### src/sv/zst_pkg.sv
// ----------------------------------------------------------------------------
// zst_pkg
// Shared types, constants and the pixel decision function for the
// Zhang-Suen thinning pass.
// ----------------------------------------------------------------------------
`default_nettype none

package zst_pkg;

    localparam int MAX_WIDTH  = 1024;
    localparam int MAX_HEIGHT = 1024;
    localparam int DIM_W      = 11;
    localparam int COL_W      = $clog2(MAX_WIDTH);
    localparam int ROW_W      = $clog2(MAX_HEIGHT);
    localparam int PIX_W      = 8;
    localparam int CFG_IDX_W  = 2;
    localparam int CNT_W      = 4;

    typedef logic [PIX_W-1:0]     t_pix;
    typedef logic [DIM_W-1:0]     t_dim;
    typedef logic [CFG_IDX_W-1:0] t_cfg_idx;
    typedef logic [COL_W-1:0]     t_col;
    typedef logic [ROW_W-1:0]     t_row;

    localparam t_cfg_idx CFG_FRAME_WIDTH  = t_cfg_idx'(0);
    localparam t_cfg_idx CFG_FRAME_HEIGHT = t_cfg_idx'(1);
    localparam t_cfg_idx CFG_PASS_PHASE   = t_cfg_idx'(2);

    localparam t_dim WIDTH_RESET  = t_dim'(640);
    localparam t_dim HEIGHT_RESET = t_dim'(480);
    localparam t_dim DIM_MIN      = t_dim'(3);
    localparam t_dim WIDTH_MAX    = t_dim'(MAX_WIDTH);
    localparam t_dim HEIGHT_MAX   = t_dim'(MAX_HEIGHT);

    localparam t_pix PIX_WHITE  = t_pix'(255);
    localparam t_pix PIX_CLEAR  = t_pix'(0);

    localparam logic [CNT_W-1:0] NBR_MIN = CNT_W'(2);
    localparam logic [CNT_W-1:0] NBR_MAX = CNT_W'(6);

    // window: [row][col], row 0 is the oldest line, col 0 the oldest column
    typedef logic [2:0][2:0][PIX_W-1:0] t_win;

    typedef struct packed {
        t_pix upper;
        t_pix middle;
    } t_ls_word;

    typedef struct packed {
        logic interior;
        logic last;
    } t_pos;

    function automatic t_dim clamp_dim(input t_dim v, input t_dim hi);
        t_dim r;
        if (v < DIM_MIN) begin
            r = DIM_MIN;
        end else if (v > hi) begin
            r = hi;
        end else begin
            r = v;
        end
        return r;
    endfunction

    function automatic logic thin_delete(input t_win win, input logic phase);
        logic [7:0]       p;
        logic [7:0]       rise;
        logic [CNT_W-1:0] cnt;
        logic             phase_ok;
        // ring P2..P9 in order
        p[0] = (win[0][1] == PIX_WHITE);
        p[1] = (win[0][2] == PIX_WHITE);
        p[2] = (win[1][2] == PIX_WHITE);
        p[3] = (win[2][2] == PIX_WHITE);
        p[4] = (win[2][1] == PIX_WHITE);
        p[5] = (win[2][0] == PIX_WHITE);
        p[6] = (win[1][0] == PIX_WHITE);
        p[7] = (win[0][0] == PIX_WHITE);
        for (int k = 0; k < 8; k++) begin
            rise[k] = !p[k] && p[(k + 1) % 8];
        end
        cnt = CNT_W'($countones(p));
        if (phase == 1'b0) begin
            phase_ok = !(p[0] && p[2] && p[4]) && !(p[2] && p[4] && p[6]);
        end else begin
            phase_ok = !(p[0] && p[2] && p[6]) && !(p[0] && p[4] && p[6]);
        end
        return (win[1][1] == PIX_WHITE) && (cnt >= NBR_MIN) && (cnt <= NBR_MAX)
            && ($countones(rise) == 1) && phase_ok;
    endfunction

endpackage

`default_nettype wire

### src/sv/zst_scan.sv
// ----------------------------------------------------------------------------
// zst_scan
// Raster position counters: column and row of the next pixel, with the
// interior and last-pixel flags for it.
// ----------------------------------------------------------------------------
`default_nettype none

module zst_scan (
    input  wire logic           i_clk,
    input  wire logic           i_rst_n,
    input  wire logic           i_restart,
    input  wire logic           i_step,
    input  wire zst_pkg::t_dim  i_width,
    input  wire zst_pkg::t_dim  i_height,
    output zst_pkg::t_col       o_col,
    output zst_pkg::t_pos       o_pos
);

    zst_pkg::t_col r_col;
    zst_pkg::t_row r_row;
    zst_pkg::t_col n_col;
    zst_pkg::t_row n_row;
    zst_pkg::t_dim w_eff;
    zst_pkg::t_dim h_eff;
    logic          col_last;
    logic          row_last;

    always_comb begin
        w_eff    = zst_pkg::clamp_dim(i_width, zst_pkg::WIDTH_MAX);
        h_eff    = zst_pkg::clamp_dim(i_height, zst_pkg::HEIGHT_MAX);
        col_last = (zst_pkg::DIM_W'(r_col) == w_eff - zst_pkg::DIM_W'(1));
        row_last = (zst_pkg::DIM_W'(r_row) == h_eff - zst_pkg::DIM_W'(1));
        n_col    = r_col;
        n_row    = r_row;
        if (i_step) begin
            if (col_last) begin
                n_col = '0;
                n_row = row_last ? '0 : r_row + zst_pkg::ROW_W'(1);
            end else begin
                n_col = r_col + zst_pkg::COL_W'(1);
            end
        end
    end

    always_ff @(posedge i_clk) begin
        if (!i_rst_n || i_restart) begin
            r_col <= '0;
            r_row <= '0;
        end else begin
            r_col <= n_col;
            r_row <= n_row;
        end
    end

    assign o_col          = r_col;
    assign o_pos.interior = (r_col >= zst_pkg::COL_W'(2)) && (r_row >= zst_pkg::ROW_W'(2));
    assign o_pos.last     = col_last && row_last;

endmodule

`default_nettype wire

### config.mk
export PLATFORM = sky130hd
export DESIGN_NAME = zst_scan
export DESIGN_NICKNAME = d
export VERILOG_FILES = /design/src/sv/zst_pkg.sv /design/src/sv/zst_scan.sv
export SDC_FILE = /design/constraint.sdc
export NUM_CORES = 1
export LEC_CHECK = 0
export ABC_AREA = 0
export BUFFER_PORTS_ARGS = -buffer_cell sky130_fd_sc_hd__clkbuf_2
export CAP_MARGIN = 0
export CELL_PAD_IN_SITES_DETAIL_PLACEMENT = 2
export CELL_PAD_IN_SITES_GLOBAL_PLACEMENT = 2
export CORE_ASPECT_RATIO = 0.9
export CORE_UTILIZATION = 27
export DETAILED_ROUTE_END_ITERATION = 10
export GPL_TIMING_DRIVEN = 0
export PLACE_DENSITY_LB_ADDON = 0.1
export SYNTH_ARGS = -nofsm -noshare
export SYNTH_HDL_FRONTEND = slang
export SYNTH_SLANG_ARGS = --single-unit
export TNS_END_PERCENT = 30
### constraint.sdc
create_clock -name i_clk -period 4.8 [get_ports i_clk]
set_input_delay 0.72 -clock i_clk [delete_from_list [all_inputs] [get_ports i_clk]]
set_output_delay 0.72 -clock i_clk [all_outputs]
set_load 0.05 [all_outputs]
# == Word level (Yosys, flattened, before mapping) ==
# Index checks and enable logic that the tools add are counted.
# classes
addsub,4
n_lt_le_gt_ge,6
eq_ne,2
mux,6
reduce_logical,5
# ops
cell,count
11-bit two-way mux,4
10-bit by 11-bit == test with 1-bit output,2
11-bit > comparator (second input constant),2
11-bit by 2-bit less-than comparator with 1-bit output (second input constant),2
11-bit by 1-bit subtractor with 11-bit output (second input constant),2
10-bit by 1-bit adder with 10-bit output (second input constant),2
10-bit by 2-bit >= comparator with 1-bit output (second input constant),2
10-bit two-way mux,2
1-bit logical AND,2
2-bit AND reduction,1
1-bit logical NOT,1
1-bit logical OR,1
# word_totals
reg_bits,20
out_inout_bits,12

# == Logic depth before layout (Yosys ltp) ==
# logic_depth
ltp_word,6
depth_mapped,14
depth_no_buf,12

# == Least setup slack after synthesis ==
# OpenSTA, ideal clock, no wires.
# synth_path
path_type,input -> output
start,input i_width[6]
end,output o_pos[0] in the netlist's numbering
arrival_ns,4.349
path_slack_ns,-0.269
stages,11
path_buffers,2
path_cell_list,buf_6 or4_4 nor3_1 o21ai_0 ha_1 clkbuf_1 inv_1 o311ai_0 a22o_1 or3_1 nor4_1
# synth_lines
element,line_no,rtl
from (decl),zst_scan.sv:13,"input wire zst_pkg::t_dim i_width,"
to (decl),zst_scan.sv:16,output zst_pkg::t_pos o_pos

==> results.sh <==
export IMPL_cp_required_ns=4.08
export IMPL_skew_ns=0.01113
export IMPL_syn_avg_cell_area_um2=7.289
export IMPL_r2r_end="r_row[1]$_SDFFE_PP0P_"
export IMPL_drive_above_1_share=0.1564
export IMPL_place_inst=420
export IMPL_insertedDiodeCount=0
export IMPL_syn_nets=324
export IMPL_rsz0062_at_grt="false"
export IMPL_status="finished clean"
export IMPL_pwr_share_comb=0.241
export IMPL_synth_top_flop_cell="dfxtp_1"
export IMPL_slew_limit_headroom=0.5399
export IMPL_critical_path_max_fanout=7
export IMPL_drc=0
export IMPL_p_sw_uw=137.9
export IMPL_wl_mm=8.097
export IMPL_whs_endpoint="r_row[0]$_SDFFE_PP0P_"
export IMPL_p_int_uw=317.6
export IMPL_r2r_start="o_col[1]$_SDFFE_PP0P_"
export IMPL_post_cts_buffers=0
export IMPL_antenna_found_initial=0
export IMPL_timing_critical_path_cells="clkbuf_1, nor4_1, and3b_1, o21ai_1, ha_2, xnor2_1, a311oi_1, nand3_1, nor3_1, nand4_1, nor4_2, buf_2"
export IMPL_grt_max_degree=17
export IMPL_ios=38
export IMPL_final_common_cell="clkbuf_2"
export IMPL_grt_pass1_wl_mm=13.27
export IMPL_worstHoldStart="r_row[0]$_SDFFE_PP0P_"
export IMPL_gp_congestion=0.7765
export IMPL_syn_to_final_growth_pct=16.75
export IMPL_cts_sinks=20
export IMPL_seq_area_frac_synth=0.1881
export IMPL_power_density_nw_per_um2=183.3
export IMPL_chipWidth_um=95.59
export IMPL_overflow=0
export IMPL_worst_setup_path_end_kind="output pin"
export IMPL_p_leak_uw=0.0008766
export IMPL_cpLargestDelayFamily="simple AND/OR/NAND/NOR gates"
export IMPL_coreArea_um2=7582
export IMPL_min_path_cells=2
export IMPL_tightest_slew_ns=0.6855
export IMPL_stdcell_count=422
export IMPL_finalSetupViolations=0
export IMPL_globalRouteMet2Util=0.3240
export IMPL_numCtsBuffers=3
export IMPL_hpwl_mm=6.400
export IMPL_slowest_delay_ns=0.48
export IMPL_fin_crit_sh=0.9481
export IMPL_seq_power_share=0.366
export IMPL_worst_skew_pair_late_latency_ns=0.27
export IMPL_rows=30
export IMPL_grt_use_met1=0.3114
export IMPL_grt_pass1_vias=2491
export IMPL_finalMaxSlewViolations=0
export IMPL_layout_common_cells="clkbuf_2 (32), dfxtp_1 (20), nor3_1 (19), nand2_1 (19), nor2_1 (16)"
export IMPL_io_buffers=32
export IMPL_synth_cells=292
export IMPL_maxCapViolations=0
export IMPL_synth_area_um2=2128
export IMPL_grtUsageTotal=0.2079
export IMPL_clkSlewWorstSetupHoldPaths_ns=0.09
export IMPL_cts_htree_levels=1
export IMPL_cp_start_kind="input port"
export IMPL_period_minus_slack_ns=4.551
export IMPL_final_hold_viol_count=0
export IMPL_pwr_share_clk=0.393
export IMPL_clk_path_buf_depth=2
export IMPL_fin_area_um2=2485
export IMPL_dpl_cell_area_um2=2415
export IMPL_grt_busiest_layer="met2"
export IMPL_fin_nets=359
export IMPL_switching_share=0.3027
export IMPL_synth_edf_count=0
export IMPL_wire_per_inst_um=19.19
export IMPL_synth_seq_cells=20
export IMPL_fmaxAchievable_mhz=219.7
export IMPL_arrival_ns=3.83
export IMPL_vdd_drop_max_v=0.00009528
export IMPL_dr_pass1_iters=4
export IMPL_hold_class="reg2reg"
export IMPL_ctsHoldBuffers=0
export IMPL_ant_nets=0
export IMPL_crit_type="in2out"
export IMPL_grt_util_met3=0.01930
export IMPL_vias=2420
export IMPL_synth_warnings=0
export IMPL_netlist_cell_type_count=55
export IMPL_ff2ff_path_depth=9
export IMPL_cts_tree="done"
export IMPL_crit_slowest_cell="nor4_1"
export IMPL_r2r_slack_ns=2.00
export IMPL_via_per_inst=5.735
export IMPL_root_buffer="clkbuf_8"
export IMPL_async_flop_share=0
export IMPL_dieArea_um2=8242
export IMPL_start_util=0.2807
export IMPL_drt_iter0_drc=82
export IMPL_die_y_um=86.23
export IMPL_cp_num_buf_inv=2
[routing by layer]
layer  part of all wire  vias up
met5                  0        -
met1               0.53     1208
met2               0.45       27
li1                   -     1181
met3              0.022        4
met4             0.0069        0
[cell type report]
| class | instances | area (um2) |
|---|---|---|
| Sequential cell | 20 | 400.4 |
| Fill cell | 931 | 5097 |
| Tap cell | 96 | 120.1 |
| Clock buffer | 3 | 41.29 |
| Timing Repair Buffer | 32 | 160.2 |
| Buffer | 16 | 70.07 |
| Multi-Input combinational cell | 242 | 1618 |
| Clock inverter | 1 | 30.03 |
| Inverter | 12 | 45.04 |
[worst max path at each step]
| stage | start | endpoint | depth (start not counted) |
|---|---|---|---|
| final | i_height[6] | o_pos[0] | 12 |
| after global routing | i_width[2] | o_pos[0] | 13 |
| after CTS | i_width[2] | o_pos[0] | 14 |
| after detailed placement | i_width[10] | o_pos[0] | 13 |
| after global placement | i_width[10] | o_pos[0] | 13 |
| after floorplan | i_width[6] | o_pos[0] | 12 |
[state kept, by name, indices dropped and copies added, names as in the netlist]
register / cells
o_col: 10
r_row: 10
[per-stage QoR]
step	util	hold WS [ns]	worst slack (ns)	TNS, ns	total power (uW)
2_1_floorplan	-	0.4577	0.2961	0	239.3
3_3_place_gp	0.3185	0.4969	0.03754	0	277.2
3_5_place_dp	0.3185	0.5104	-0.04609	-0.04609	279.6
4_1_cts	0.3274	0.5260	0.01283	0	459.2
5_1_grt	0.3277	0.5555	0.008416	0	476.4
6_report	0.3277	0.5312	0.2491	0	455.5
[Yosys cell counts (all sizes together), types with 2 or more instances]
master | instances | area, um2
dfxtp | 20 | 400.4
nor3 | 20 | 105.1
nand2 | 19 | 71.32
clkbuf | 16 | 60.06
nor2 | 16 | 60.06
o21ai | 16 | 80.07
a21oi | 14 | 70.07
nor4 | 14 | 87.58
xnor2 | 13 | 113.9
xor2 | 13 | 113.9
inv | 12 | 45.04
nand4 | 12 | 90.09
a31oi | 11 | 68.82
nand3 | 9 | 45.04
and3 | 8 | 51.30
or3 | 8 | 50.05
ha | 6 | 75.07
o311ai | 6 | 52.55
or4 | 6 | 52.55
nor2b | 5 | 31.28
a211oi | 4 | 30.03
mux2i | 4 | 40.04
nand2b | 4 | 25.02
nand3b | 4 | 30.03
a21o | 3 | 22.52
a21boi | 2 | 15.01
a32oi | 2 | 25.03
buf | 2 | 16.26
o2111a | 2 | 22.52
o2111ai | 2 | 17.52
o31a | 2 | 17.52
o31ai | 2 | 15.01
[logic make-up (layout without fill, tap and decap cells)]
group	count (synthesis)	after routing	synth area share
XOR/XNOR	26	26	0.1070
flip-flops	20	20	0.1881
AO/OA/AOI/OAI	74	74	0.2375
multiplexers	4	4	0.01881
adder cells (fa/ha/maj)	6	6	0.03527
AND/OR/NAND/NOR	132	132	0.3563
buffers and inverters	30	64	0.05702
[power by group through the flow]
stage | Sequential, uW | Clock (uW) | Combinational, uW
after floorplan | 173 | 0 | 66.5
after global placement | 171 | 0 | 106
after detailed placement | 171 | 0 | 109
after CTS | 167 | 183 | 109
after global routing | 167 | 189 | 121
final | 167 | 179 | 110
[what timing repair did]
action,in CTS,in global routing
endpoints found under the setup margin,1,1
gates resized for setup,0,6
cloned,0,0
hold endpoints to repair,0,0
[worst min-delay path, delay by kind of cell (launching register included)]
kind / cells / cell delay [ns]
flops: 1 / 0.36
simple gates: 1 / 0.08
compound gates: 1 / 0.05
Power figures use the tool's default switching activity.
