$ cat config.mk
export PLATFORM = sky130hd
export DESIGN_NAME = zst_judge
export DESIGN_NICKNAME = d
export VERILOG_FILES = /design/src/sv/zst_pkg.sv /design/src/sv/zst_judge.sv
export SDC_FILE = /design/constraint.sdc
export NUM_CORES = 1
export LEC_CHECK = 0
export BUFFER_PORTS_ARGS = -buffer_cell sky130_fd_sc_hd__buf_2
export CAP_MARGIN = 40
export CORE_AREA = 3 3 65 67
export DETAILED_ROUTE_END_ITERATION = 16
export DIE_AREA = 0 0 68 70
export HOLD_SLACK_MARGIN = 0.15
export PLACE_DENSITY = 0.61
export SLEW_MARGIN = 5
export SYNTH_ARGS = -nofsm -noshare
export SYNTH_HDL_FRONTEND = slang
export SYNTH_SLANG_ARGS = --single-unit
$ cat constraint.sdc
create_clock -name i_clk -period 6.9 [get_ports i_clk]
set_input_delay 0.345 -clock i_clk [delete_from_list [all_inputs] [get_ports i_clk]]
set_output_delay 0.345 -clock i_clk [all_outputs]
set_load 0.05 [all_outputs]
$ cat src/sv/zst_pkg.sv
// ----------------------------------------------------------------------------
// zst_pkg
// Shared types, constants and the pixel decision function for the
// Zhang-Suen thinning pass.
// ----------------------------------------------------------------------------
`default_nettype none

package zst_pkg;

    localparam int MAX_WIDTH  = 1024;
    localparam int MAX_HEIGHT = 1024;
    localparam int DIM_W      = 11;
    localparam int COL_W      = $clog2(MAX_WIDTH);
    localparam int ROW_W      = $clog2(MAX_HEIGHT);
    localparam int PIX_W      = 8;
    localparam int CFG_IDX_W  = 2;
    localparam int CNT_W      = 4;

    typedef logic [PIX_W-1:0]     t_pix;
    typedef logic [DIM_W-1:0]     t_dim;
    typedef logic [CFG_IDX_W-1:0] t_cfg_idx;
    typedef logic [COL_W-1:0]     t_col;
    typedef logic [ROW_W-1:0]     t_row;

    localparam t_cfg_idx CFG_FRAME_WIDTH  = t_cfg_idx'(0);
    localparam t_cfg_idx CFG_FRAME_HEIGHT = t_cfg_idx'(1);
    localparam t_cfg_idx CFG_PASS_PHASE   = t_cfg_idx'(2);

    localparam t_dim WIDTH_RESET  = t_dim'(640);
    localparam t_dim HEIGHT_RESET = t_dim'(480);
    localparam t_dim DIM_MIN      = t_dim'(3);
    localparam t_dim WIDTH_MAX    = t_dim'(MAX_WIDTH);
    localparam t_dim HEIGHT_MAX   = t_dim'(MAX_HEIGHT);

    localparam t_pix PIX_WHITE  = t_pix'(255);
    localparam t_pix PIX_CLEAR  = t_pix'(0);

    localparam logic [CNT_W-1:0] NBR_MIN = CNT_W'(2);
    localparam logic [CNT_W-1:0] NBR_MAX = CNT_W'(6);

    // window: [row][col], row 0 is the oldest line, col 0 the oldest column
    typedef logic [2:0][2:0][PIX_W-1:0] t_win;

    typedef struct packed {
        t_pix upper;
        t_pix middle;
    } t_ls_word;

    typedef struct packed {
        logic interior;
        logic last;
    } t_pos;

    function automatic t_dim clamp_dim(input t_dim v, input t_dim hi);
        t_dim r;
        if (v < DIM_MIN) begin
            r = DIM_MIN;
        end else if (v > hi) begin
            r = hi;
        end else begin
            r = v;
        end
        return r;
    endfunction

    function automatic logic thin_delete(input t_win win, input logic phase);
        logic [7:0]       p;
        logic [7:0]       rise;
        logic [CNT_W-1:0] cnt;
        logic             phase_ok;
        // ring P2..P9 in order
        p[0] = (win[0][1] == PIX_WHITE);
        p[1] = (win[0][2] == PIX_WHITE);
        p[2] = (win[1][2] == PIX_WHITE);
        p[3] = (win[2][2] == PIX_WHITE);
        p[4] = (win[2][1] == PIX_WHITE);
        p[5] = (win[2][0] == PIX_WHITE);
        p[6] = (win[1][0] == PIX_WHITE);
        p[7] = (win[0][0] == PIX_WHITE);
        for (int k = 0; k < 8; k++) begin
            rise[k] = !p[k] && p[(k + 1) % 8];
        end
        cnt = CNT_W'($countones(p));
        if (phase == 1'b0) begin
            phase_ok = !(p[0] && p[2] && p[4]) && !(p[2] && p[4] && p[6]);
        end else begin
            phase_ok = !(p[0] && p[2] && p[6]) && !(p[0] && p[4] && p[6]);
        end
        return (win[1][1] == PIX_WHITE) && (cnt >= NBR_MIN) && (cnt <= NBR_MAX)
            && ($countones(rise) == 1) && phase_ok;
    endfunction

endpackage

`default_nettype wire

$ cat src/sv/zst_judge.sv
// ----------------------------------------------------------------------------
// zst_judge
// Thinning decision for the window centre and the result register, with
// the per-frame deletion flag.
// ----------------------------------------------------------------------------
`default_nettype none

module zst_judge (
    input  wire logic           i_clk,
    input  wire logic           i_rst_n,
    input  wire logic           i_en,
    input  wire logic           i_restart,
    input  wire logic           i_valid,
    input  wire zst_pkg::t_win  i_win,
    input  wire zst_pkg::t_pos  i_pos,
    input  wire logic           i_phase,
    output logic                o_valid,
    output zst_pkg::t_pix       o_pixel,
    output logic                o_deleted,
    output logic                o_last,
    output logic                o_any
);

    logic          r_valid;
    zst_pkg::t_pix r_pixel;
    logic          r_deleted;
    logic          r_last;
    logic          r_any;
    logic          r_changed;
    logic          del;
    logic          emit;

    assign del  = zst_pkg::thin_delete(i_win, i_phase);
    assign emit = i_en && i_valid && i_pos.interior;

    always_ff @(posedge i_clk) begin
        if (!i_rst_n) begin
            r_valid   <= 1'b0;
            r_changed <= 1'b0;
        end else begin
            if (i_en) begin
                r_valid <= i_valid && i_pos.interior;
            end
            if (i_restart) begin
                r_changed <= 1'b0;
            end else if (emit) begin
                r_changed <= i_pos.last ? 1'b0 : (r_changed || del);
            end
        end
    end

    always_ff @(posedge i_clk) begin
        if (emit) begin
            r_pixel   <= del ? zst_pkg::PIX_CLEAR : i_win[1][1];
            r_deleted <= del;
            r_last    <= i_pos.last;
            r_any     <= r_changed || del;
        end
    end

    assign o_valid   = r_valid;
    assign o_pixel   = r_pixel;
    assign o_deleted = r_deleted;
    assign o_last    = r_last;
    assign o_any     = r_any;

endmodule

`default_nettype wire

; ---- Yosys cells after proc, flatten, opt, wreduce, memory -nomap -nowiden
; Index checks and enable logic that the tools add are counted.
[classes]
order_cmp = 2
bitwise = 1
muxes = 2
n_addsub = 14
n_eq_ne = 10
n_reduce_logical = 38
[op_table]
columns = cell, count
row1 = 8-bit equality test (second input constant), 9
row2 = 1-bit logical AND, 24
row3 = 1-bit by 1-bit adder with 2-bit output, 8
row4 = 2-bit by 2-bit adder with 3-bit output, 4
row5 = 1-bit zero test, 12
row6 = 3-bit by 3-bit adder with 4-bit output, 2
row7 = 4-bit by 1-bit equality test with 1-bit output (second input constant), 1
row8 = 4-bit by 2-bit greater-or-equal comparator with 1-bit output (second input constant), 1
row9 = 4-bit by 3-bit <= comparator with 1-bit output (second input constant), 1
row10 = 1-bit two-way mux, 2
row11 = 2-bit OR reduction, 1
row12 = 1-bit logical OR, 1
row13 = 1-bit inverter, 1
[totals]
in_bits = 80
out_inout_bits = 12
ff_bits = 13
elab_cells = 73

; ---- Longest topological paths before layout
[logic_depth]
word_depth = 11
depth_mapped = 18
ltp_nobuf = 16

; ---- Worst setup path after synthesis
; No wires, ideal clock.
[synth_path]
path_kind = input to register
startpoint = input port i_win[14] in the netlist's numbering
endpoint = register r_pixel[0], in the netlist o_pixel[0] (data pin)
t_required_ns = 6.632
setup_ns = 0.268
slack_ns = 2.585
cell_stages = 15
n_path_buf = 2
arrival_ns = 4.047
path_cell_list = nand4_1 or2_0 clkbuf_1 ha_1 fa_1 fa_1 fa_1 ha_1 fa_1 nand4b_1 a2111oi_2 o2111ai_1 nor2b_1 buf_4 a21boi_0
[synth_between]
elab_chain_cells = 9
word_cells_on_any_way = 30
classes_between = 8 x add/sub / 2 x order compare / 2 x eq/ne / 1 x mux / 17 x reduce/logical
[synth_rtl]
columns = element, line_no
row1 = start: declaration, zst_judge.sv:14  ; input wire zst_pkg::t_win i_win,
row2 = 8-bit equality test *, zst_pkg.sv:72  ; p[0] = (win[0][1] == PIX_WHITE);
row3 = 1-bit by 1-bit adder with 2-bit output (not written as such) or 1-bit zero test (tied branches), "zst_pkg.sv:83, zst_pkg.sv:81"
row4 = 2-bit by 2-bit adder with 3-bit output (not written as such) or 1-bit logical AND (tied branches), "zst_pkg.sv:83, zst_pkg.sv:81"
row5 = 3-bit by 3-bit adder with 4-bit output (not written as such) or 1-bit by 1-bit adder with 2-bit output (tied branches), "zst_pkg.sv:83, zst_pkg.sv:90"
row6 = 4-bit by 2-bit greater-or-equal comparator with 1-bit output or 2-bit by 2-bit adder with 3-bit output (tied branches), "zst_pkg.sv:89, zst_pkg.sv:90"
row7 = 1-bit logical AND or 3-bit by 3-bit adder with 4-bit output (tied branches), "zst_pkg.sv:89, zst_pkg.sv:90"
row8 = 1-bit logical AND or 4-bit by 1-bit equality test with 1-bit output (tied branches), "zst_pkg.sv:89, zst_pkg.sv:90"
row9 = 1-bit logical AND, zst_pkg.sv:90  ; && ($countones(rise) == 1) && phase_ok;
row10 = 1-bit logical AND *, zst_pkg.sv:90
row11 = end signal: assignment, zst_judge.sv:54  ; r_pixel <= del ? zst_pkg::PIX_CLEAR : i_win[1][1];
row12 = end: declaration, zst_judge.sv:25  ; zst_pkg::t_pix r_pixel;
; Mark *: on every way between the ends. The rest lies on a longest branch, timed or not.
; A chain may end at the register's enable or synchronous reset.

; ---- Final worst setup path
[layout_path]
startpoint = input port i_win[14] in the netlist's numbering
endpoint = register r_pixel[7], in the netlist o_pixel[7] (data pin)
; Same word-level chain as after synthesis.

==> results.json <==
{
  "status": "complete, no violations",
  "drcViolationCount": 0,
  "cpPeakStageDelay_ps": 520,
  "coreArea_mm2": 0.00369,
  "ctsResizeCount": 0,
  "setup_viol": 0,
  "min_to": "o_last$_DFFE_PP_",
  "synth_area_per_cell_um2": 10.2,
  "wirelength_um": 2770,
  "reg2reg_to": "o_any$_DFFE_PP_",
  "clk_latency_ps": 240,
  "yosysWarnings": 0,
  "setup_slack_ps": 2350,
  "final-hold-violation-count": 0,
  "drtPass1Iterations": 4,
  "critPathCaptureType": "flip-flop",
  "vias": 1155,
  "syn_area_mm2": 0.00110,
  "worstHoldStart": "i_pos[0]",
  "critPathRequiredTime_ps": 6860,
  "grt_pass1_wl_um": 4520,
  "synth_ff_type": "edfxtp_1",
  "startpoint_type": "input pin",
  "power_leakage_nw": 0.798,
  "grt_max_degree": 13,
  "grtUsageTotal_pct": 12.2,
  "syn_to_final_growth_pct": 49.8,
  "gp_congestion": 0.754,
  "p_clk_share_pct": 33.3,
  "fp.dieH_um": 70,
  "die_w_um": 68,
  "synth-async-reset-ratio_pct": 0,
  "finalNetCount": 297,
  "path_cells": "buf_2 -> nand4_1 -> or2_0 -> ha_1 -> fa_1 -> fa_1 -> fa_1 -> ha_1 -> fa_1 -> nand4b_1 -> a2111oi_2 -> o2111ai_1 -> nor2b_1 -> a21boi_0",
  "cts_sinks": 13,
  "worst-setup-path-type": "input pin to flip-flop",
  "cts-htree-levels": 1,
  "arrival_ps": 4510,
  "grt_pass1_vias": 1136,
  "combinationalPowerShare_pct": 21.5,
  "final.setup.tns_ps": 0,
  "fin_crit_sh_pct": 66.0,
  "r2r.worst_path.cells": 1,
  "slew_headroom_pct": 66.4,
  "fmax_mhz": 220,
  "power_mw": 0.197,
  "num_io_pins": 92,
  "synth_nets": 203,
  "antenna_found_initial": 0,
  "via_per_inst": 4.64,
  "critical_path_buf_inv_count": 1,
  "ir_drop_mv": 0.0479,
  "hold_buffers": 0,
  "drt_iter0_markers": 40,
  "drtAntennaViolNets": 0,
  "p_int_mw": 0.150,
  "crit_top_cell": "fa_1",
  "cts_buffer_depth": 2,
  "synth-edff-count": 11,
  "r2r_slack_ps": 6210,
  "num_rows": 22,
  "clk_pin_slew_ps": 50,
  "r2r-start": "r_changed$_SDFFE_PP0P_",
  "fin_crit_ps": 4550,
  "post_drt_wl_per_cell_um": 11.1,
  "grt_setup_unrepaired": "no",
  "power_density_mw_per_mm2": 119,
  "fill_cells": 384,
  "drv_cap": 0,
  "cp_max_fo": 10,
  "cts_setup_buffers": 0,
  "hp-class": "input pin to flip-flop",
  "yosysSeqAreaShare_pct": 33.6,
  "start_util_pct": 29.9,
  "maxSlewViolCount": 0,
  "antennaDiodeCount": 0,
  "crit_slowest_cell": "fa_1",
  "synthCells": 108,
  "numPortBuffers": 91,
  "ys_types": 31,
  "tightestPinTransition_ps": 504,
  "p_switching_mw": 0.0474,
  "sw_frac_of_total_pct": 24.0,
  "drive_gt1_share_pct": 48.8,
  "place_ws_ps": 2020,
  "crit_family": "adder cells",
  "min_path_cells": 1,
  "p_seq_share_pct": 45.2,
  "cts_tree": "built",
  "dieArea_mm2": 0.00476,
  "overflow": 0,
  "cts_inserted_buffers": 3,
  "skew_ps": 0.0250,
  "dp_hpwl_um": 2590,
  "cts_root_buffer": "clkbuf_8",
  "synth-seq-cells": 13
}
==> state kept, by name, indices dropped and copies added (netlist names) <==
signal	cells
o_any	1
o_deleted	1
o_last	1
o_pixel	8
o_valid	1
r_changed	1
==> kinds of logic after synthesis <==
kind of cell / synth area share (%)
AOI/OAI and AO/OA: 12.6
xor gates and xnor gates: 0.794
adders and majority gates: 22.4
buffers and inverters: 5.10
DFF: 33.6
muxes: 0.907
and+or+nand+nor: 24.6
==> through the flow <==
step / util, % / hold slack, ps / cells / area [um^2]
finish: 44.8 / 323 / 249 / 1650
CTS: 44.8 / 316 / 249 / 1650
global route: 44.8 / 318 / 249 / 1650
detailed placement: 43.6 / 470 / 245 / 1610
global placement: 43.6 / 471 / 245 / 1610
floorplan: - / 444 / 108 / 1100
==> power groups by stage <==
stage,combinational (mW),sequential (mW),clock [mW]
finish,0.0424,0.0892,0.0657
global route,0.0468,0.0894,0.0721
CTS,0.0429,0.0893,0.0666
detailed placement,0.0428,0.0908,0
global placement,0.0424,0.0907,0
floorplan,0.00610,0.101,0
==> Yosys cell counts (2+ instances only) <==
library cell	instances	share of area, %
nor2_1	7	2.4
inv_1	12	4.1
nor2b_1	3	1.7
or2_2	2	1.1
a21boi_0	9	6.1
fa_1	8	15
nand4b_1	3	2.4
nand2_1	3	1.0
ha_1	7	7.9
nand3b_1	2	1.4
a21o_1	3	2.0
and2_1	2	1.1
edfxtp_1	11	30
dfxtp_1	2	3.6
nor3_1	2	0.91
nand4_1	17	9.6
==> layout make-up <==
class	instances	area, um^2	area share, %
well taps	48	60.1	3.63
flip-flops and latches	13	370	22.4
repair buffers	91	455	27.6
inverters	12	45.0	2.73
multi-input cells	81	677	41.0
clock buffers	4	45.0	2.73
==> per-layer routing <==
metal | vias up | global-route usage [%] | wire length [um]
met2 | 60 | 22.6 | 1430
met3 | 5 | 2.57 | 326
met4 | 0 | 5.96 | 52
met1 | 505 | 12.2 | 956
met5 | - | 0 | 0
li1 | 585 | - | -
==> how the worst max path moves through the flow <==
stage	from	to	slack [ps]	cells after the start
2_1_floorplan	i_win[14]	o_pixel[0]$_SDFFCE_PP0P_	2580	15
3_3_place_gp	i_win[14]	o_pixel[0]$_SDFFCE_PP0P_	2100	14
3_5_place_dp	i_win[14]	o_pixel[7]$_SDFFCE_PP0P_	2020	14
4_1_cts	i_win[15]	o_pixel[7]$_SDFFCE_PP0P_	2270	14
5_1_grt	i_win[14]	o_pixel[0]$_SDFFCE_PP0P_	1970	14
6_report	i_win[14]	o_pixel[7]$_SDFFCE_PP0P_	2350	14
==> placed cells by master, fill, tap and decap left out, types with 2 or more instances in the layout <==
| cell | count |
|---|---|
| buf_2 | 91 |
| inv_1 | 12 |
| edfxtp_1 | 11 |
| nand4_1 | 17 |
| nand4b_1 | 3 |
| nor2_1 | 7 |
| nor3_1 | 2 |
| and2_1 | 2 |
| fa_1 | 8 |
| dfxtp_1 | 2 |
| nor2b_1 | 3 |
| a21boi_0 | 9 |
| nand2_1 | 3 |
| a21o_1 | 3 |
| ha_1 | 7 |
| nand3b_1 | 2 |
| or2_2 | 2 |
| clkbuf_8 | 3 |
Note: power is estimated with default switching activity, not from simulation.
