`src/sv/zst_pkg.sv`:
```
// ----------------------------------------------------------------------------
// zst_pkg
// Shared types, constants and the pixel decision function for the
// Zhang-Suen thinning pass.
// ----------------------------------------------------------------------------
`default_nettype none

package zst_pkg;

    localparam int MAX_WIDTH  = 1024;
    localparam int MAX_HEIGHT = 1024;
    localparam int DIM_W      = 11;
    localparam int COL_W      = $clog2(MAX_WIDTH);
    localparam int ROW_W      = $clog2(MAX_HEIGHT);
    localparam int PIX_W      = 8;
    localparam int CFG_IDX_W  = 2;
    localparam int CNT_W      = 4;

    typedef logic [PIX_W-1:0]     t_pix;
    typedef logic [DIM_W-1:0]     t_dim;
    typedef logic [CFG_IDX_W-1:0] t_cfg_idx;
    typedef logic [COL_W-1:0]     t_col;
    typedef logic [ROW_W-1:0]     t_row;

    localparam t_cfg_idx CFG_FRAME_WIDTH  = t_cfg_idx'(0);
    localparam t_cfg_idx CFG_FRAME_HEIGHT = t_cfg_idx'(1);
    localparam t_cfg_idx CFG_PASS_PHASE   = t_cfg_idx'(2);

    localparam t_dim WIDTH_RESET  = t_dim'(640);
    localparam t_dim HEIGHT_RESET = t_dim'(480);
    localparam t_dim DIM_MIN      = t_dim'(3);
    localparam t_dim WIDTH_MAX    = t_dim'(MAX_WIDTH);
    localparam t_dim HEIGHT_MAX   = t_dim'(MAX_HEIGHT);

    localparam t_pix PIX_WHITE  = t_pix'(255);
    localparam t_pix PIX_CLEAR  = t_pix'(0);

    localparam logic [CNT_W-1:0] NBR_MIN = CNT_W'(2);
    localparam logic [CNT_W-1:0] NBR_MAX = CNT_W'(6);

    // window: [row][col], row 0 is the oldest line, col 0 the oldest column
    typedef logic [2:0][2:0][PIX_W-1:0] t_win;

    typedef struct packed {
        t_pix upper;
        t_pix middle;
    } t_ls_word;

    typedef struct packed {
        logic interior;
        logic last;
    } t_pos;

    function automatic t_dim clamp_dim(input t_dim v, input t_dim hi);
        t_dim r;
        if (v < DIM_MIN) begin
            r = DIM_MIN;
        end else if (v > hi) begin
            r = hi;
        end else begin
            r = v;
        end
        return r;
    endfunction

    function automatic logic thin_delete(input t_win win, input logic phase);
        logic [7:0]       p;
        logic [7:0]       rise;
        logic [CNT_W-1:0] cnt;
        logic             phase_ok;
        // ring P2..P9 in order
        p[0] = (win[0][1] == PIX_WHITE);
        p[1] = (win[0][2] == PIX_WHITE);
        p[2] = (win[1][2] == PIX_WHITE);
        p[3] = (win[2][2] == PIX_WHITE);
        p[4] = (win[2][1] == PIX_WHITE);
        p[5] = (win[2][0] == PIX_WHITE);
        p[6] = (win[1][0] == PIX_WHITE);
        p[7] = (win[0][0] == PIX_WHITE);
        for (int k = 0; k < 8; k++) begin
            rise[k] = !p[k] && p[(k + 1) % 8];
        end
        cnt = CNT_W'($countones(p));
        if (phase == 1'b0) begin
            phase_ok = !(p[0] && p[2] && p[4]) && !(p[2] && p[4] && p[6]);
        end else begin
            phase_ok = !(p[0] && p[2] && p[6]) && !(p[0] && p[4] && p[6]);
        end
        return (win[1][1] == PIX_WHITE) && (cnt >= NBR_MIN) && (cnt <= NBR_MAX)
            && ($countones(rise) == 1) && phase_ok;
    endfunction

endpackage

`default_nettype wire

```
`src/sv/zst_window.sv`:
```
// ----------------------------------------------------------------------------
// zst_window
// 3x3 byte window: shift in the upper, middle and current pixel of one
// column per request and carry the position flags alongside.
// ----------------------------------------------------------------------------
`default_nettype none

module zst_window (
    input  wire logic              i_clk,
    input  wire logic              i_rst_n,
    input  wire logic              i_en,
    input  wire logic              i_valid,
    input  wire zst_pkg::t_ls_word i_col_data,
    input  wire zst_pkg::t_pix     i_pixel,
    input  wire zst_pkg::t_pos     i_pos,
    output zst_pkg::t_win          o_win,
    output zst_pkg::t_pos          o_pos,
    output logic                   o_valid
);

    zst_pkg::t_win r_win;
    zst_pkg::t_pos r_pos;
    logic          r_valid;

    always_ff @(posedge i_clk) begin
        if (!i_rst_n) begin
            r_valid <= 1'b0;
        end else if (i_en) begin
            r_valid <= i_valid;
        end
    end

    always_ff @(posedge i_clk) begin
        if (i_en && i_valid) begin
            for (int i = 0; i < 3; i++) begin
                r_win[i][0] <= r_win[i][1];
                r_win[i][1] <= r_win[i][2];
            end
            r_win[0][2] <= i_col_data.upper;
            r_win[1][2] <= i_col_data.middle;
            r_win[2][2] <= i_pixel;
            r_pos       <= i_pos;
        end
    end

    assign o_win   = r_win;
    assign o_pos   = r_pos;
    assign o_valid = r_valid;

endmodule

`default_nettype wire

```
`config.mk`:
```
export PLATFORM = sky130hd
export DESIGN_NAME = zst_window
export DESIGN_NICKNAME = d
export VERILOG_FILES = /design/src/sv/zst_pkg.sv /design/src/sv/zst_window.sv
export SDC_FILE = /design/constraint.sdc
export NUM_CORES = 1
export LEC_CHECK = 0
export ABC_AREA = 1
export BUFFER_PORTS_ARGS = -buffer_cell sky130_fd_sc_hd__buf_4
export CAP_MARGIN = 20
export CORE_ASPECT_RATIO = 0.75
export CORE_MARGIN = 3
export CORE_UTILIZATION = 45
export CTS_BUF_LIST = sky130_fd_sc_hd__clkbuf_16
export CTS_CLUSTER_DIAMETER = 30
export CTS_CLUSTER_SIZE = 40
export DETAILED_ROUTE_END_ITERATION = 16
export PLACE_DENSITY = 0.77
export SLEW_MARGIN = 20
export SYNTH_ARGS = -nofsm -noshare
export SYNTH_HDL_FRONTEND = slang
export SYNTH_SLANG_ARGS = --single-unit
```
`constraint.sdc`:
```
create_clock -name i_clk -period 3.85 [get_ports i_clk]
set_input_delay 0.5775 -clock i_clk [delete_from_list [all_inputs] [get_ports i_clk]]
set_output_delay 0.5775 -clock i_clk [all_outputs]
set_load 0.005 [all_outputs]
```
# --- Word-level counts from Yosys, hierarchy flattened ---
# Index checks and enable logic that the tools add are counted.
totals:
  register_bits: 75
  output_inout_bits: 75
  word_cells: 13
op_classes:
  reduce_logical: 1
ops:
  columns: ["operator", "count"]
  rows:
  - ["logical AND 1 bit", 1]

# --- Longest topological paths before layout ---
# Gate-level depths: netlist of run 1.
depth:
  word_depth: 1
  ltp_mapped: 3

# --- Least setup slack after synthesis of run 1 ---
# Ideal clock, no wire load.
synth_timing:
  path_type: "input to register"
  from: "in i_en"
  to: "reg r_pos (netlist bit o_pos[0]), enable pin"
  arrival_ns: 2.097
  required_ns: 3.422
  path_slack_ns: 1.325
  stages: 2
  n_path_buf: 0
  path_cell_list: "nand2_1 > inv_1"
synth_via:
  elab_chain_len: 1
synth_rtl:
  columns: ["item", "line_no", "source"]
  rows:
  - ["start, declared", "zst_window.sv:11", "input wire logic i_en,"]
  - ["logical AND 1 bit", "zst_window.sv:34", "if (i_en && i_valid) begin"]
  - ["end signal, assigned", "zst_window.sv:42", "r_pos <= i_pos;"]
  - ["end, declared", "zst_window.sv:22", "zst_pkg::t_pos r_pos;"]
# Every way passes these cells.
# A chain may end at the register's enable or synchronous reset.

# --- Final worst setup path of run 1 ---
layout_timing:
  from: "in i_en"
  to: "reg r_win (netlist bit o_win[14]), enable pin"
layout_via:
  elab_chain_len: 1
layout_rtl:
  columns: ["item", "line_no", "source"]
  rows:
  - ["logical AND 1 bit", "zst_window.sv:34", null]
  - ["end signal, assigned by index", "zst_window.sv:36", "r_win[i][0] <= r_win[i][1];"]
  - ["end signal, assigned by index", "zst_window.sv:37", "r_win[i][1] <= r_win[i][2];"]
  - ["end, declared", "zst_window.sv:21", "zst_pkg::t_win r_win;"]
# Every way passes these cells.

==> flow_summary_export.csv, run 1 <==
group,metric,value,unit
drt,vias,1204,
worst_hold_path,hp-start,"i_pixel[2]",
yosys,syn_area,0.002270,mm^2
grt,grt_max_degree,39,
sta,fmax,528.0,MHz
critical_path,cp_max_fo,38,
cells_and_area,post-route-cell-area,0.003486,mm^2
yosys,yosysTopAreaCellShare,97.91,%
yosys,yosys_warnings,0,
critical_path,path_buf_inv,3,
critical_path,critical_path_arrival,1860,ps
critical_path,max_stage_delay,540,ps
critical_path,worstSetupEndpointType,"flop",
clocking,cts.sinks,75,
grt,grt_usage,14.83,%
power,vdd_ir_drop_max,0.4477,mV
critical_path,crit_type,"in -> reg",
placed_design,dpl_cell_area,0.003129,mm^2
floorplanning,ios,105,
sta,setup_viol,0,
clocking,cts_buffers,9,
worst_hold_path,hp-class,"in -> reg",
cells_and_area,regArea,0.002242,mm^2
clocking,clk_pin_slew,60,ps
floorplanning,fp.dieH,67.51,um
yosys,yosysMostFrequentCell,"edfxtp_1",
sta,rsz0062_at_grt,"false",
yosys,synth-seq-area-share,98.79,%
clocking,htreeDepth,3,
yosys,syn_avg_cell_area,28.02,um^2
cells_and_area,nets,227,
flow_run,maxCapViolCount,0,
power,pwr-share-comb,4.6,%
yosys,synth_top_cell_by_area,"edfxtp_1",
clocking,postCtsSetupRepairBufs,0,
worst_hold_path,min_path_cells,1,
power,p_leak,1.405,nW
floorplanning,die_w,88.01,um
grt,grt_pass1_wl,6.134,mm
grt,grt_pass1_vias,1253,
floorplanning,initial_core_util,48.80,%
cells_and_area,drive_above_1_share,59.41,%
critical_path,cp-start-kind,"input port",
power,power_density,581.2,mW/mm^2
power,power_frac_clock,48.2,%
clocking,root_buffer,"clkbuf_16",
placed_design,gp_congestion,0.7657,
grt,gr-total-overflow,0,
clocking,cts.repair.resized,0,
sta,clock_skew,3.695,ps
cells_and_area,syn_to_final_growth,53.58,%
critical_path,path_delay_family,"buffers and inverters",
power,p_int,1.687,mW
placed_design,io_buffer_count,104,
power,seqPwrFrac,47.2,%
cells_and_area,multiInputGateArea,16.27,um^2
sta,final.setup.tns,0,ps
floorplanning,die-area,0.005941,mm^2
critical_path,r2r_cells,0,
sta,relSlewSlack,51.81,%
clocking,clock_path_buffers,2,
sta,finalCritPeriodShare,49.19,%
outcome,status,"finished, final reports clean",
floorplanning,rows,21,
drt,vias_per_cell,4.649,
drt,wl_per_cell,16.19,um
power,switching_power,338.6,uW
sta,hold_violations,0,
grt,antenna_found_initial,0,
drt,drtIter0Drc,84,
yosys,ys.flop_type,"edfxtp_1",
drt,finalWirelength,4.192,mm
critical_path,rrSetupSlack,3170,ps
drt,ant_nets,0,
floorplanning,coreArea,0.004651,mm^2
critical_path,r2r-start,"o_win[33]$_DFFE_PP_",
clocking,clock_latency,320,ps
cells_and_area,fill_cells,282,
critical_path,critPathRequiredTime,3810,ps
critical_path,cp_cell_sequence,"buf_4, nand2_1, inv_2, buf_4",
yosys,syn_inst,81,
critical_path,slowest_stage,"inv_2",
sta,drv_slew,0,
sta,post-route-min-period,1894,ps
yosys,synth_cell_types,5,
yosys,synthTopCellsByArea,"edfxtp_1, dfxtp_1, inv_1",
yosys,ys_async_sr_fraction,0,%
yosys,synth_fp_nets,111,
clocking,cts_tree,"built",
drt,dr.pass1.iters,4,
critical_path,r2r_end,"o_win[25]$_DFFE_PP_",
sta,tightest_slew,721.9,ps
clocking,holdBufCountCts,0,
drt,drc,0,
power,swShare,16.71,%
yosys,ys_seq_elements,75,
cells_and_area,num_antenna_cells,0,
yosys,synth_common_cells,"edfxtp_1, inv_1, nand2_1",
yosys,synth_edf_count,74,
worst_hold_path,min_to,"o_win[66]$_DFFE_PP_",
critical_path,crit_top_cell,"buf_4",
## layout by cell type (no fill, tap or decap), drive strengths merged
| cell type | Yosys | layout |
|---|---|---|
| a21oi | 1 | 1 |
| edfxtp | 74 | 74 |
| clkbuf | 0 | 9 |
| nand2 | 2 | 2 |
| inv | 3 | 4 |
| bufinv | 0 | 4 |
| clkinv | 0 | 2 |
| dfxtp | 1 | 1 |
| buf | 0 | 105 |
## kinds of logic (layout without fill, tap and decap cells)
family	after synthesis	count (layout)	synth area share, %
simple gates	2	2	0.3309
compound gates	1	1	0.3860
buf+inv	3	124	0.4961
flops	75	75	98.79
## sequential cells by signal, indices dropped and copies added, names as in the netlist
name,flops
o_valid,1
o_win,72
o_pos,2
## area by class of cell
| class | instances | share of cell area [%] |
|---|---|---|
| clock buffers | 9 | 6.461 |
| multi-input cells | 3 | 0.4666 |
| flip-flops and latches | 75 | 64.32 |
| repair buffers | 105 | 22.61 |
| clock inverters | 7 | 3.769 |
| well taps | 57 | 2.046 |
| inverters | 3 | 0.3230 |
## metrics by stage
stage / instances / power [mW] / hold WS, ps / setup WS (ps) / utilization, %
4_1_cts: 259 / 2.042 / 418.3 / 1952 / 74.95
6_report: 259 / 2.026 / 429.0 / 1956 / 74.95
2_1_floorplan: 81 / 0.9869 / 452.1 / 1325 / -
5_1_grt: 259 / 2.089 / 416.3 / 1820 / 74.95
3_5_place_dp: 243 / 1.067 / 434.3 / 1612 / 67.29
3_3_place_gp: 243 / 1.062 / 433.2 / 1687 / 67.29
## worst max-delay path by stage
stage / startpoint / endpoint / slack [ps] / cells after the start
after CTS: i_en / o_win[36]$_DFFE_PP_ / 1950 / 4
final: i_en / o_win[14]$_DFFE_PP_ / 1960 / 4
after floorplan: i_en / o_pos[0]$_DFFE_PP_ / 1320 / 2
after global placement: i_en / o_win[22]$_DFFE_PP_ / 1690 / 4
after detailed placement: i_en / o_pos[1]$_DFFE_PP_ / 1610 / 4
after global routing: i_en / o_win[3]$_DFFE_PP_ / 1820 / 4
## power groups by stage
stage | clock, mW | sequential (mW) | combinational (mW)
after CTS | 0.990 | 0.956 | 0.0953
after global placement | 0 | 0.970 | 0.0918
final | 0.977 | 0.956 | 0.0932
after global routing | 1.03 | 0.959 | 0.101
after floorplan | 0 | 0.975 | 0.0122
after detailed placement | 0 | 0.972 | 0.0946
## routing by layer
metal  GRT usage [%]  share of wire [%]
met3           8.049                9.3
met4           6.897                1.8
met5               0                  0
met2           24.72                 53
met1           15.51                 36
(Power assumes the default switching activity.)
==> run 2: changes to the inputs <==
- CORE_UTILIZATION: 45 -> 41
- PLACE_DENSITY: 0.77 -> 0.74
- clock period: 3.85 -> 1.5 ns (I/O delays scaled with it)
==> flow_summary_export.csv, run 2 (same netlist as run 1, synthesis figures left out) <==
group,metric,value,unit
clocking,root_buffer,"clkbuf_16",
power,vdd_ir_drop_max,0.8409,mV
critical_path,path_buf_inv,1,
placed_design,dpl_cell_area,0.003181,mm^2
sta,finalCritPeriodShare,73.51,%
power,power_density,1345,mW/mm^2
critical_path,cp-start-kind,"flop",
grt,grt_max_degree,75,
worst_hold_path,min_path_cells,1,
cells_and_area,fill_cells,372,
grt,grt_pass1_vias,1260,
drt,dr.pass1.iters,2,
critical_path,cp_max_fo,2,
clocking,clk_pin_slew,50,ps
clocking,holdBufCountCts,0,
sta,rsz0062_at_grt,"false",
worst_hold_path,hp-start,"i_col_data[6]",
sta,fin_worst_hold_slack,78.86,ps
sta,fmax,906.8,MHz
cells_and_area,syn_to_final_growth,52.48,%
grt,gr-total-overflow,0,
critical_path,worstSetupEndpointType,"output port",
cells_and_area,num_antenna_cells,0,
placed_design,io_buffer_count,104,
critical_path,r2r_cells,0,
critical_path,cp.depth,1,
cells_and_area,nets,227,
critical_path,startpoint,"o_win[34]$_DFFE_PP_",
floorplanning,ios,105,
drt,vias_per_cell,4.328,
outcome,status,"finished, final reports clean",
clocking,clock_latency,320,ps
clocking,postCtsSetupRepairBufs,0,
critical_path,crit_type,"reg -> out",
drt,vias,1186,
floorplanning,die_w,91.92,um
sta,tightest_slew,378.0,ps
cells_and_area,drive_above_1_share,59.41,%
drt,drtIter0Drc,49,
sta,relSlewSlack,74.80,%
floorplanning,rows,22,
clocking,cts.sinks,75,
drt,drc,0,
cells_and_area,largest_reg_flops,72,
critical_path,path_delay_family,"flip-flops",
critical_path,critical_path_arrival,880,ps
grt,antenna_found_initial,0,
sta,clock_skew,4.048,ps
clocking,clock_path_buffers,2,
critical_path,critPathRequiredTime,1270,ps
cells_and_area,regArea,0.002242,mm^2
clocking,htreeDepth,3,
sta,drv_slew,0,
cells_and_area,layout_common_cells,"buf_4, edfxtp_1, clkbuf_16",
clocking,cts_tree,"built",
placed_design,gp_congestion,0.7128,
floorplanning,fp.dieH,70.44,um
sta,post-route-min-period,1103,ps
floorplanning,initial_core_util,44.33,%
floorplanning,die-area,0.006474,mm^2
sta,hold_violations,0,
flow_run,maxCapViolCount,0,
cells_and_area,multiInputGateArea,32.53,um^2
critical_path,max_stage_delay,400,ps
grt,grt_pass1_wl,6.292,mm
critical_path,cp_cell_sequence,"buf_4",
cells_and_area,layout_commonest_cell,"buf_4",
cells_and_area,post-route-cell-area,0.003461,mm^2
drt,ant_nets,0,
critical_path,slowest_stage,"edfxtp_1",
clocking,cts.repair.resized,0,
critical_path,r2r-start,"o_win[34]$_DFFE_PP_",
clocking,cts_buffers,9,
power,p_leak,1.380,nW
worst_hold_path,hp-class,"in -> reg",
sta,setup_viol,0,
grt,grt_usage,13.22,%
drt,wl_per_cell,15.08,um
floorplanning,coreArea,0.005120,mm^2
drt,finalWirelength,4.132,mm
run 2: changes by cell type in the layout (fill, tap and decap cells not counted), sizes merged:
cell / before / now
bufinv: 4 / 1
clkinv: 2 / 3
clkinvlp: 0 / 1
inv: 4 / 5
run 2: cell type report:
cell class | count | area share (%)
inverters | 3 | 0.4338
repair buffers | 105 | 23.14
clock buffers | 9 | 6.508
multi-input cells | 3 | 0.9400
well taps | 72 | 2.603
flip-flops and latches | 75 | 64.79
clock inverters | 7 | 1.591
run 2: worst paths after layout:
path	slack (ps)	to
setup / recovery	400	o_win[34]
hold / removal	80	o_win[46]$_DFFE_PP_
setup reg to reg	830	o_win[26]$_DFFE_PP_
hold reg to reg	450	o_win[3]$_DFFE_PP_
run 2: per-stage QoR:
stage	power [mW]	setup WS [ps]	util, %	setup TNS [ps]	std cells
4_1_cts	4.717	383.2	67.60	0	274
3_3_place_gp	2.735	360.4	62.12	0	258
2_1_floorplan	2.534	-230.3	-	-17040	81
6_report	4.654	397.3	67.60	0	274
3_5_place_dp	2.748	323.3	62.12	0	258
5_1_grt	4.828	354.5	67.60	0	274
run 2: routing by layer:
layer | share of wire, % | track usage [%] | wire, um
met3 | 9.7 | 7.104 | 401
met2 | 54 | 22.65 | 2220
met1 | 35 | 12.80 | 1447
met4 | 1.5 | 6.919 | 62
met5 | 0 | 0 | 0
run 2: power breakdown:
group | switching (mW) | internal (mW)
sequential | 0.0402 | 2.41
clock | 0.699 | 1.25
combinational | 0.0963 | 0.150
total | 0.836 | 3.82
